==> src/design/icmp_er_pkg.sv <==
package icmp_er_pkg;

    // message length counter width, also the width of the msg_length field
    localparam int LEN_W           = 10;
    localparam int MAX_MSG_LEN_DEF = 576;
    localparam int MIN_MSG_LEN     = 8;

    // ICMP type code of an echo request
    localparam logic [7:0] ICMP_TYPE_ECHO_REQUEST = 8'd8;

    // fully folded ones-complement sum of a valid message
    localparam logic [15:0] SUM_ALL_ONES = 16'hFFFF;

    // one reply byte with its end-of-message verdicts
    typedef struct packed {
        logic [LEN_W-1:0] msg_length;
        logic             accept;
        logic             length_ok;
        logic             echo_request;
        logic             checksum_ok;
        logic             reply_last;
        logic [7:0]       reply_byte;
    } t_result;

    // 16-bit ones-complement add with end-around carry
    function automatic logic [15:0] oc_add(input logic [15:0] a, input logic [15:0] b);
        logic [16:0] s;
        s = {1'b0, a} + {1'b0, b};
        return s[15:0] + {15'd0, s[16]};
    endfunction

endpackage

==> src/design/icmp_echo_reply_stream.sv <==
// Channel   Dir  Handshake              Payload
// request   in   i_s_tvalid/o_s_tready  i_s_tdata = msg_byte, i_s_tlast = last_byte
// reply     out  o_m_tvalid/i_m_tready  o_m_tdata = byte + verdicts, o_m_tlast = reply_last
//
// One request byte is taken per cycle; its reply bytes are written to a
// four-entry output queue at the same edge and leave one per cycle while i_m_tready is high.
// The checksum high byte gives no reply and the low byte gives two, so the
// sustained rate is one byte per cycle; o_s_tready drops when three or more
// reply bytes are queued. Reset (synchronous, active low) empties the queue
// and clears the message state; the state also clears after every last byte.
module icmp_echo_reply_stream #(
    parameter int MAX_MSG_LEN = icmp_er_pkg::MAX_MSG_LEN_DEF
) (
    input  logic        i_clk,
    input  logic        i_rst_n,
    // request side
    input  logic        i_s_tvalid,
    output logic        o_s_tready,
    input  logic [7:0]  i_s_tdata,   // [7:0] msg_byte
    input  logic        i_s_tlast,   // last_byte
    // reply side
    output logic        o_m_tvalid,
    input  logic        i_m_tready,
    // [7:0] reply_byte, [8] checksum_ok, [9] echo_request, [10] length_ok,
    // [11] accept, [21:12] msg_length, [23:22] zero
    output logic [23:0] o_m_tdata,
    output logic        o_m_tlast    // reply_last
);
    import icmp_er_pkg::*;

    localparam logic [LEN_W-1:0] MAX_LEN = LEN_W'(MAX_MSG_LEN);
    localparam logic [LEN_W-1:0] MIN_LEN = LEN_W'(MIN_MSG_LEN);

    // message state
    logic [LEN_W-1:0] r_byte_count, n_byte_count;
    logic [15:0]      r_running_sum, n_running_sum;
    logic [7:0]       r_pending_high_byte, n_pending_high_byte;
    logic [15:0]      r_first_word, n_first_word;
    logic [7:0]       r_held_checksum_byte, n_held_checksum_byte;
    logic             r_odd_phase, n_odd_phase;
    logic             r_too_long, n_too_long;

    // reply queue
    t_result     r_q [0:3];
    logic [1:0]  r_rd, r_wr;
    logic [2:0]  r_cnt;
    logic [1:0]  wr_nxt;
    logic [1:0]  n_push;
    t_result     n_e0, n_e1;

    logic        s_fire, m_fire;
    logic [7:0]  b;
    logic [15:0] old_ck, new_ck;
    t_result     verdict;

    assign o_s_tready = (r_cnt <= 3'd2);
    assign o_m_tvalid = (r_cnt != 3'd0);
    assign s_fire     = i_s_tvalid && o_s_tready;
    assign m_fire     = o_m_tvalid && i_m_tready;
    assign b          = i_s_tdata;
    assign wr_nxt     = r_wr + 2'd1;

    // queue head onto the reply port
    assign o_m_tdata = {2'b00, r_q[r_rd].msg_length, r_q[r_rd].accept, r_q[r_rd].length_ok,
                        r_q[r_rd].echo_request, r_q[r_rd].checksum_ok, r_q[r_rd].reply_byte};
    assign o_m_tlast = r_q[r_rd].reply_last;

    // checksum update for the type/code word turning into zero
    assign old_ck = {r_held_checksum_byte, b};
    assign new_ck = ~oc_add(~old_ck, ~r_first_word);

    // next message state, verdicts and reply entries
    always_comb begin
        n_running_sum        = r_running_sum;
        n_pending_high_byte  = r_pending_high_byte;
        n_first_word         = r_first_word;
        n_held_checksum_byte = r_held_checksum_byte;
        n_odd_phase          = ~r_odd_phase;
        n_too_long           = r_too_long || (r_byte_count >= MAX_LEN);
        n_byte_count         = r_byte_count;
        n_push               = 2'd1;
        n_e0                 = '0;
        n_e1                 = '0;
        verdict              = '0;

        // running sum over big-endian words
        if (!r_odd_phase) begin
            if (i_s_tlast) begin
                n_running_sum = oc_add(r_running_sum, {b, 8'h00});
            end else begin
                n_pending_high_byte = b;
            end
        end else begin
            n_running_sum = oc_add(r_running_sum, {r_pending_high_byte, b});
        end

        // saturating length
        if (r_byte_count <= MAX_LEN && r_byte_count != '1) begin
            n_byte_count = r_byte_count + LEN_W'(1);
        end

        // reply bytes by position
        unique case (r_byte_count)
            LEN_W'(0): begin
                n_first_word = {b, 8'h00};
            end
            LEN_W'(1): begin
                n_first_word = {r_first_word[15:8], b};
            end
            LEN_W'(2): begin
                n_held_checksum_byte = b;
                n_e0.reply_byte      = b;
                n_push               = i_s_tlast ? 2'd1 : 2'd0;
            end
            LEN_W'(3): begin
                n_e0.reply_byte = new_ck[15:8];
                n_e1.reply_byte = new_ck[7:0];
                n_push          = 2'd2;
            end
            default: begin
                n_e0.reply_byte = b;
            end
        endcase

        // verdicts on the final reply byte
        verdict.reply_last   = 1'b1;
        verdict.checksum_ok  = (n_running_sum == SUM_ALL_ONES);
        verdict.echo_request = (n_first_word[15:8] == ICMP_TYPE_ECHO_REQUEST);
        verdict.length_ok    = !n_too_long && (n_byte_count >= MIN_LEN);
        verdict.accept       = verdict.checksum_ok && verdict.echo_request && verdict.length_ok;
        verdict.msg_length   = n_byte_count;
        if (i_s_tlast) begin
            if (n_push == 2'd2) begin
                n_e1 = {verdict[$bits(t_result)-1:8], n_e1.reply_byte};
            end else begin
                n_e0 = {verdict[$bits(t_result)-1:8], n_e0.reply_byte};
            end
        end
    end

    // message state registers, cleared after the last byte
    always_ff @(posedge i_clk) begin
        if (!i_rst_n) begin
            r_byte_count         <= '0;
            r_running_sum        <= '0;
            r_pending_high_byte  <= '0;
            r_first_word         <= '0;
            r_held_checksum_byte <= '0;
            r_odd_phase          <= 1'b0;
            r_too_long           <= 1'b0;
        end else if (s_fire) begin
            if (i_s_tlast) begin
                r_byte_count         <= '0;
                r_running_sum        <= '0;
                r_pending_high_byte  <= '0;
                r_first_word         <= '0;
                r_held_checksum_byte <= '0;
                r_odd_phase          <= 1'b0;
                r_too_long           <= 1'b0;
            end else begin
                r_byte_count         <= n_byte_count;
                r_running_sum        <= n_running_sum;
                r_pending_high_byte  <= n_pending_high_byte;
                r_first_word         <= n_first_word;
                r_held_checksum_byte <= n_held_checksum_byte;
                r_odd_phase          <= n_odd_phase;
                r_too_long           <= n_too_long;
            end
        end
    end

    // queue storage
    always_ff @(posedge i_clk) begin
        if (s_fire && n_push != 2'd0) begin
            r_q[r_wr] <= n_e0;
        end
        if (s_fire && n_push == 2'd2) begin
            r_q[wr_nxt] <= n_e1;
        end
    end

    // queue pointers and fill level
    always_ff @(posedge i_clk) begin
        if (!i_rst_n) begin
            r_rd  <= '0;
            r_wr  <= '0;
            r_cnt <= '0;
        end else begin
            if (m_fire) begin
                r_rd <= r_rd + 2'd1;
            end
            if (s_fire) begin
                r_wr <= r_wr + n_push;
            end
            r_cnt <= r_cnt + (s_fire ? {1'b0, n_push} : 3'd0) - {2'b00, m_fire};
        end
    end

`ifndef SYNTHESIS
    // queue never holds more than four entries
    a_cnt_max: assert property (@(posedge i_clk) disable iff (!i_rst_n)
        r_cnt <= 3'd4)
        else $error("reply queue overflow");

    // the last request byte leaves the message state cleared
    a_clear: assert property (@(posedge i_clk) disable iff (!i_rst_n)
        (s_fire && i_s_tlast) |=> (r_byte_count == '0 && !r_odd_phase && !r_too_long))
        else $error("message state not cleared after last byte");

    // verdicts only travel with the final reply byte
    a_verdict: assert property (@(posedge i_clk) disable iff (!i_rst_n)
        (o_m_tvalid && !o_m_tlast) |-> (o_m_tdata[21:8] == '0))
        else $error("verdict on a non-final reply byte");

    // reported length never above the saturation value
    a_len: assert property (@(posedge i_clk) disable iff (!i_rst_n)
        (o_m_tvalid && o_m_tlast)
        |-> ({1'b0, o_m_tdata[21:12]} <= {1'b0, MAX_LEN} + 11'd1))
        else $error("message length above saturation");

    // the held checksum byte gives no reply unless it ends the message
    a_hold: assert property (@(posedge i_clk) disable iff (!i_rst_n)
        (s_fire && r_byte_count == LEN_W'(2) && !i_s_tlast && !m_fire)
        |=> $stable(r_cnt))
        else $error("reply emitted for held checksum byte");
`endif

endmodule
==> config.mk <==
export PLATFORM = sky130hd
export DESIGN_NAME = icmp_echo_reply_stream
export DESIGN_NICKNAME = d
export VERILOG_FILES = /design/src/design/icmp_er_pkg.sv /design/src/design/icmp_echo_reply_stream.sv
export SDC_FILE = /design/constraint.sdc
export NUM_CORES = 1
export LEC_CHECK = 0
export BUFFER_PORTS_ARGS = -buffer_cell sky130_fd_sc_hd__buf_4
export CORE_MARGIN = 3
export CORE_UTILIZATION = 60
export DETAILED_ROUTE_END_ITERATION = 16
export PLACE_DENSITY = 0.83
export SLEW_MARGIN = 40
export SYNTH_ARGS = -nofsm -noshare
export SYNTH_HDL_FRONTEND = slang
export SYNTH_SLANG_ARGS = --single-unit
==> constraint.sdc <==
create_clock -name i_clk -period 8.2 [get_ports i_clk]
set_input_delay 0.82 -clock i_clk [delete_from_list [all_inputs] [get_ports i_clk]]
set_output_delay 0.82 -clock i_clk [all_outputs]
set_load 0.1 [all_outputs]
==> Flow_metrics.wiki, run 1 <==
{| class="wikitable"
! Metric !! Value
|-
| DRC marker count from the first detailed-route iteration || 823
|-
| Height of the die || 139.6 microns
|-
| FF+latch count, synth || 161
|-
| Clock network power share || 26.8%
|-
| Bufs and invs on worst path || 3
|-
| Total of endpoints with negative setup slack in the final report || 0
|-
| Final antenna diode count || 0
|-
| Horizontal die dimension || 139.6 microns
|-
| Most frequent CP cell || ha_1
|-
| FFs w/ async S/R, synth || 0%
|-
| Wire length of the first global-routing pass || 43350 microns
|-
| Largest family of logic cells by synthesized area || simple AND/OR/NAND/NOR gates
|-
| Worst reg-to-reg path cell count || 20
|-
| Startpoint class of the critical path || input pin
|-
| Placement Rows || 48
|-
| Distinct cell type count of the synthesized netlist || 78
|-
| Hold WS || around 0.52 ns
|-
| Mean instance size in the synthesized netlist || 9.328 sq um
|-
| Final standard cell count with taps included and fillers excluded || 1399
|-
| Layout net count || 1232
|-
| Gpl congestion || about 0.99
|-
| Setup repair after global routing missed its margin || no
|-
| H-tree Lvls || 4
|-
| TritonCTS clock tree || built
|-
| Routed len/inst || 19.46 microns
|-
| Worst R2R End || r_q[1][12]
|-
| Overflow after GRT || 0
|-
| Routed Antenna Nets || 0
|-
| Half-perimeter wire length after placement || around 20000 microns
|-
| Crit-path cells || buf_4, ha_1, inv_1, fa_1, and2b_2, o211ai_1, a32oi_2, nand3_1, a211oi_1, a21o_1, a21o_1, ha_1, ha_1, nand2_1, inv_1, nand3_1, or3_1, a211oi_1, xnor2_1, a221oi_2, o2111ai_2, nor4b_1
|-
| Clock transition at the register clock pins on the worst setup and hold paths after CTS || around 0.070 ns
|-
| Upper clock frequency limit || 0.1897 GHz
|-
| CTS root buffer || clkbuf_16
|-
| Clk_skew || ~0.011 ns
|-
| Hold depth || 2
|-
| Internal Power || 1.702 mW
|-
| Startpoint of the worst hold path || r_first_word[2]
|-
| Share of total power consumed by net switching || 42.03%
|-
| Area of the mapped netlist || ~0.011 sq mm
|-
| Vias in the first global route || 8329
|-
| Combinational Power Share || 40.2%
|-
| Top-Level Pins || 40
|-
| Worst R2R Setup Slack || 3.08 ns
|-
| Simple-gate share of the synthesized area || ~20%
|-
| DR DRC count || 0
|-
| Detailed-routing iteration count for the pre-antenna-repair pass || 6
|-
| Overall Global Routing Usage || 27.60%
|-
| Share of the yosys chip area belonging to registers || 38.70%
|-
| Startpoint-to-endpoint class of the critical path || input pin to flip-flop
|-
| Required arrival time at the worst endpoint || 8.43 ns
|-
| I/O Buffers || 37
|-
| Final wirelength || 27230 microns
|-
| Number of buffers inserted by hold repair at cts || 0
|-
| Total of fill cells in the finished design || 1344
|-
| Proportion of layout cells with a drive suffix above 1 || 11.07%
|-
| Result of the run || completed
|-
| Gate family responsible for the most delay along the worst path || compound AO/OA/AOI/OAI gates
|-
| Starting density of the core || just over 60%
|-
| Transition time at the pin with the least slew margin || approximately 0.8 ns
|-
| Worst endpoint data arrival time || about 5.5 ns
|-
| Total cell area at the placement stage || about 0.011 sq mm
|-
| Power per standard cell area || 249.8 mW/mm^2
|-
| Type of the most critical hold path || flip-flop to flip-flop
|-
| Worst skew pair latency || 0.42 ns
|-
| Slew margin rel. || between 40% and 50%
|-
| Number of instances in the placed design || approximately 1400
|-
| Fraction of synthesized area in multiplexers || 6.426%
|-
| Synthesized-area fraction occupied by ao, oa, aoi and oai cells || 17.53%
|-
| Reported net switching power || 1.234 mW
|-
| Sequential Power Share || 33.0%
|-
| Adder-Cell Fraction of Synth Area || approximately 7.1%
|-
| Power Total || 2.936 mW
|-
| Most used DFF post-synth || edfxtp_1
|-
| Detailed-route via count || slightly below 9000
|-
| Final Critical Period || 5.270 ns
|-
| Post-synthesis xor/xnor area fraction || under 10%
|-
| Maximum number of pins on one net before global-route repair || 69
|-
| Number of buffers added by the clock tree synthesis step || 17
|-
| Maximum net fanout on the critical path || 8
|-
| Fin. max-slew vios || 0
|-
| Reg-to-reg critical path startpoint || r_running_sum[1]
|-
| Placeable core region || 0.01736 sq mm
|-
| Yosys Warn Count || 0
|-
| Clock tree buffer depth || 2
|-
| # Max-Cap Violations || 0
|-
| Period utilization || ~64%
|-
| Largest incremental delay on the critical path || 0.45 ns
|-
| Fin area || 0.01175 sq mm
|-
| Area added between synthesis and finish || 9.756%
|-
| Total die area || around 0.019 sq mm
|-
| CTS resizes || 0
|-
| Leakage power figure || 4.327 nW
|-
| Maximum ir drop on the vdd rail || 0.0003282 V
|-
| Post-synth EDFFs || 92
|-
| Final Hold Violating Endpoints || 0
|-
| Post-synthesis instance total || 1148
|-
| Worst Setup End Kind || flip-flop
|-
| Via count normalized by instance count || 6.349
|-
| Clock tree sinks || between 150 and 200
|-
| Final-layout setup total negative slack || 0 ns
|-
| Slowest library cell on the worst path || or3_1
|-
| Sink of the worst hold path || r_first_word[2]
|-
| Antenna violations before repair || 0
|-
| Number of post-CTS setup repair buffers || 0
|-
| Leading cell types in the layout, fill and taps excluded || nor2_1, edfxtp_1, nand2_1, dfxtp_1, inv_1
|-
| Commonest non-fill, non-tap cell in the layout || nor2_1
|}
-- kinds of logic after synthesis --
kind of cell,count (synthesis)
compound gates,279
mux,40
flops,161
buf+inv,120
xor+xnor,78
fa+ha+maj,58
simple gates,411
other cells,1
-- final cells by class --
| type | count | area (sq um) | share of cell area [%] |
|---|---|---|---|
| repair buffers | 48 | 360.3 | 3.066 |
| inverters | 65 | 244.0 | 2.076 |
| clock buffers | 20 | 456.7 | 3.885 |
| clock inverters | 12 | 123.9 | 1.054 |
| flip-flops and latches | 161 | 4144 | 35.26 |
| multi-input cells | 868 | 6143 | 52.27 |
| well taps | 225 | 281.5 | 2.395 |
-- through the flow --
stage / setup WS [ns] / utilization, %
floorplan: 3.205 / -
global placement: 2.665 / 64.24
detailed placement: 2.520 / 64.32
CTS: 2.934 / 67.66
global route: 2.550 / 67.72
finish: 2.930 / 67.72
-- power groups by stage --
stage | clock, mW | sequential (mW) | combinational [mW]
floorplan | 0 | 0.970 | 0.940
global placement | 0 | 0.980 | 1.16
detailed placement | 0 | 0.985 | 1.17
CTS | 0.787 | 0.968 | 1.18
global route | 0.823 | 0.975 | 1.25
finish | 0.787 | 0.969 | 1.18
-- sequential cells by signal, summed over array words and instances, names as in the netlist, named ones only --
signal	cells
r_first_word	16
r_byte_count	10
r_too_long	1
r_pending_high_byte	8
r_rd	2
r_wr	2
r_q	92
r_cnt	3
r_running_sum	16
r_held_checksum_byte	8
r_odd_phase	1
-- per-layer routing --
metal | routed length (microns) | track usage, % | share of wire, %
met5 | 0 | 0 | 0
met4 | 387 | 6.476 | 1.4
met3 | 2124 | 5.361 | 7.8
met2 | 12680 | 44.07 | 47
met1 | 12040 | 39.35 | 44
-- worst register-to-register path: cells and delay by family, from the launching register on --
kind	cells	cell delay (ns)
simple gates	6	1.38
xor+xnor	1	0.14
flops	1	0.50
buf+inv	2	0.19
compound gates	8	1.91
fa+ha+maj	3	0.78
-- synthesized netlist by cell type (8+ instances only) --
cell / n / share of area, %
nor2_1: 124 / 4.3
edfxtp_1: 92 / 26
dfxtp_1: 69 / 13
nand2_1: 69 / 2.4
inv_1: 64 / 2.2
a21oi_1: 62 / 2.9
o21ai_0: 56 / 2.6
ha_1: 54 / 6.3
xnor2_1: 54 / 4.4
nor2b_1: 44 / 2.6
clkbuf_1: 40 / 1.4
and2_1: 37 / 2.2
a22oi_1: 36 / 2.5
nand3_1: 32 / 1.5
nor3_1: 29 / 1.4
xor2_1: 24 / 2.0
mux4_2: 23 / 4.8
a21o_1: 18 / 1.3
a31oi_1: 18 / 1.1
mux2i_1: 17 / 1.6
nand4_1: 16 / 0.93
and3_1: 12 / 0.70
a211oi_1: 10 / 0.70
a21boi_0: 10 / 0.70
or3_1: 10 / 0.58
o21a_1: 9 / 0.63
buf_2: 8 / 0.37
o41ai_1: 8 / 0.65
-- worst max-delay path by stage --
stage	startpoint	to	cells past startpoint	slack (ns)
3_3_place_gp	i_s_tdata[1]	r_q[0][12]	19	2.66
2_1_floorplan	i_s_tdata[1]	r_q[0][12]	18	3.21
6_report	i_s_tdata[0]	r_q[1][12]	22	2.93
4_1_cts	i_s_tdata[1]	r_q[1][12]	21	2.93
5_1_grt	i_s_tdata[1]	r_q[3][12]	21	2.55
3_5_place_dp	i_s_tdata[1]	r_q[1][12]	21	2.52
Note: power is estimated with default switching activity, not from simulation.
==> run 2, diff against run 1 <==
CORE_UTILIZATION = 57   (was 60)
PLACE_DENSITY = 0.82   (was 0.83)
clock period = 4.7 ns   (was 8.2 ns; I/O delays follow)
==> run 2 against run 1 <==
Effect of this change:
- sequential power grew 75%
- cell count increased by 4.3%
- setup slack lost 2.8 ns
==> Flow_metrics.wiki, run 2 (synthesis gave the netlist of run 1 again) <==
{| class="wikitable"
! Metric !! Value
|-
| Slowest library cell on the worst path || or3_4 (was or3_1)
|-
| Period utilization || 97.92%
|-
| Proportion of layout cells with a drive suffix above 1 || 17.32% (was 11.07%)
|-
| Crit-path cells || ha_4, inv_2, fa_2, and2b_2, o211ai_1, a32oi_2, nand3_1, a211oi_2, a21o_1, a21o_1, ha_4, ha_4, nand2_2, inv_2, nand3_2, or3_4, a211oi_4, xnor2_2, a221oi_2, o2111ai_4, nor4b_2 (was buf_4, ha_1, inv_1, fa_1, and2b_2, o211ai_1, a32oi_2, nand3_1, a211oi_1, a21o_1, a21o_1, ha_1, ha_1, nand2_1, inv_1, nand3_1, or3_1, a211oi_1, xnor2_1, a221oi_2, o2111ai_2, nor4b_1)
|-
| Antenna violations before repair || 0 (unchanged)
|-
| Largest Register || r_q (unchanged)
|-
| Pre-CTS setup slack || -0.2444 ns (was 2.520 ns)
|-
| DR DRC count || 0 (unchanged)
|-
| Power per standard cell area || 418.8 mW/mm^2 (was 249.8 mW/mm^2)
|-
| Slew margin rel. || 39.49% (was 44.92%)
|-
| Reg-to-reg critical path startpoint || r_running_sum[0] (was r_running_sum[1])
|-
| Routed len/inst || 18.78 microns (was 19.46 microns)
|-
| Starting density of the core || 58.81% (was 61.70%)
|-
| Transition time at the pin with the least slew margin || 0.8981 ns (was 0.8192 ns)
|-
| Start point of the critical path || r_running_sum[0] (was i_s_tdata[0])
|-
| Top-Level Pins || 40 (unchanged)
|-
| Number of buffers added by the clock tree synthesis step || 17 (unchanged)
|-
| DRC marker count from the first detailed-route iteration || 858 (was 823)
|-
| Gpl congestion || 0.9313 (was 0.9911)
|-
| Total die area || 0.02047 sq mm (was 0.01949 sq mm)
|-
| Setup repair after global routing missed its margin || yes (was no)
|-
| Clock transition at the register clock pins on the worst setup and hold paths after CTS || 0.07 ns (about the same)
|-
| Clock tree buffer depth || 2 (unchanged)
|-
| Largest incremental delay on the critical path || 0.41 ns (was 0.45 ns)
|-
| Maximum ir drop on the vdd rail || 0.0002816 V (was 0.0003282 V)
|-
| Worst reg-to-reg path cell count || 21 (was 20)
|-
| Routed Antenna Nets || 0 (unchanged)
|-
| Final wirelength || 27410 microns (was 27230 microns)
|-
| Horizontal die dimension || 143.1 microns (was 139.6 microns)
|-
| Leakage power figure || 4.636 nW (was 4.327 nW)
|-
| Worst R2R Setup Slack || 0.1 ns (was 3.08 ns)
|-
| H-tree Lvls || 4 (unchanged)
|-
| Final antenna diode count || 0 (unchanged)
|-
| Placeable core region || 0.01821 sq mm (was 0.01736 sq mm)
|-
| Detailed-route via count || 9010 (was 8882)
|-
| Placement Rows || 49 (was 48)
|-
| Power Total || 5.192 mW (was 2.936 mW)
|-
| Clock tree sinks || 161 (unchanged)
|-
| Via count normalized by instance count || 6.175 (was 6.349)
|-
| Worst R2R End || r_q[1][12] (unchanged)
|-
| Worst endpoint data arrival time || 4.82 ns (was 5.50 ns)
|-
| TritonCTS clock tree || built (unchanged)
|-
| Wire length of the first global-routing pass || 43350 microns (unchanged)
|-
| Startpoint class of the critical path || flip-flop (was input pin)
|-
| Overflow after GRT || 0 (unchanged)
|-
| Commonest non-fill, non-tap cell in the layout || nor2_1 (unchanged)
|-
| Worst Setup End Kind || flip-flop (unchanged)
|-
| Worst skew pair latency || 0.43 ns (was 0.42 ns)
|-
| Maximum number of pins on one net before global-route repair || 69 (unchanged)
|-
| Half-perimeter wire length after placement || 19460 microns (was 19760 microns)
|-
| Bufs and invs on worst path || 2 (was 3)
|-
| Gate family responsible for the most delay along the worst path || compound AO/OA/AOI/OAI gates (unchanged)
|-
| Fin. max-slew vios || 0 (unchanged)
|-
| Total of endpoints with negative setup slack in the final report || 0 (unchanged)
|-
| Final setup slack of the worst path || 0.09771 ns (was 2.930 ns)
|-
| Leading cell types in the layout, fill and taps excluded || nor2_1, buf_4, edfxtp_1, nand2_1, dfxtp_1 (was nor2_1, edfxtp_1, nand2_1, dfxtp_1, inv_1)
|-
| Most frequent CP cell || ha_4 (was ha_1)
|-
| # Max-Cap Violations || 0 (unchanged)
|-
| Maximum net fanout on the critical path || 6 (was 8)
|-
| Final Hold Violating Endpoints || 0 (unchanged)
|-
| Max reg flops || 92 (unchanged)
|-
| Required arrival time at the worst endpoint || 4.92 ns (was 8.43 ns)
|-
| Vias in the first global route || 8569 (was 8329)
|-
| Final-layout setup total negative slack || 0 ns (unchanged)
|-
| Result of the run || completed (unchanged)
|-
| Startpoint-to-endpoint class of the critical path || flip-flop to flip-flop (was input pin to flip-flop)
|-
| Height of the die || 143.1 microns (was 139.6 microns)
|-
| Overall Global Routing Usage || 26.76% (was 27.60%)
|-
| Final Critical Period || 4.602 ns
|-
| End point of the critical path || r_q[1][12] (unchanged)
|-
| I/O Buffers || 37 (unchanged)
|-
| Upper clock frequency limit || 0.2173 GHz
|-
| Layout net count || 1288 (was 1232)
|-
| Detailed-routing iteration count for the pre-antenna-repair pass || 6 (unchanged)
|-
| Area added between synthesis and finish || 15.77% (was 9.756%)
|-
| CTS root buffer || clkbuf_16 (unchanged)
|-
| Clk_skew || 0.009002 ns (was 0.01143 ns)
|-
| Type of the most critical hold path || input pin to flip-flop (was flip-flop to flip-flop)
|-
| Cell count along the critical path || 21 (was 22)
|-
| Top flop regs || r_q: 92 flops, r_first_word: 16 flops, r_running_sum: 16 flops (unchanged)
|}
-- run 2: metrics by stage --
stage	cells	hold slack (ns)	util [%]	instance area [sq um]
2_1_floorplan	1149	0.4879	-	10720
3_3_place_gp	1424	0.5033	63.48	11560
3_5_place_dp	1424	0.5121	63.53	11570
4_1_cts	1456	0.3969	67.01	12200
5_1_grt	1459	0.4162	68.09	12400
6_report	1459	0.4057	68.09	12400
-- run 2: cell type report --
type                    count  area [sq um]
clock inverters            14         172.7
fillers                  1384          5811
flip-flops and latches    161          4149
multi-input cells         868          6325
clock buffers              18         429.2
repair buffers            104         792.0
inverters                  65         244.0
well taps                 229         286.5
-- run 2: timing repair --
action | CTS | global route
cloned | 0 | 0
pin swaps | 2 | 25
gates resized for setup | 5 | 36
setup endpoints to repair | 7 | 8
hold buffers | 0 | 0
buffers inserted | 0 | 3
-- run 2: how the worst min path moves through the flow --
stage / from / endpoint / depth (start not counted)
global placement: r_first_word[4] / r_first_word[4] / 2
global route: i_s_tdata[6] / r_first_word[14] / 3
floorplan: r_first_word[0] / r_first_word[0] / 2
CTS: i_s_tdata[6] / r_first_word[14] / 3
finish: i_s_tdata[6] / r_first_word[14] / 3
detailed placement: r_first_word[1] / r_first_word[1] / 2
-- run 2: worst reg2reg max path, cell delays in order (launching register included) --
cell and delay (ns):
dfxtp_4 0.36, ha_4 0.13, inv_2 0.04, fa_2 0.34, and2b_2 0.22, o211ai_1 0.13
a32oi_2 0.25, nand3_1 0.12, a211oi_2 0.26, a21o_1 0.15, a21o_1 0.14, ha_4 0.14
ha_4 0.13, nand2_2 0.05, inv_2 0.08, nand3_2 0.09, or3_4 0.42, a211oi_4 0.20
xnor2_2 0.12, a221oi_2 0.34, o2111ai_4 0.28, nor4b_2 0.40
-- run 2: power by group --
group | internal, mW | leakage (nW) | switching (mW)
clock network | 0.801 | 0.281 | 0.612
logic | 0.604 | 2.92 | 1.47
registers | 1.62 | 1.44 | 0.0802
total | 3.03 | 4.64 | 2.16
-- run 2: per-layer routing --
metal / wire length [microns] / global-route usage (%)
met2: 13130 / 43.18
met4: 836 / 10.76
met3: 1949 / 6.530
met1: 11490 / 34.75
met5: 0 / 0
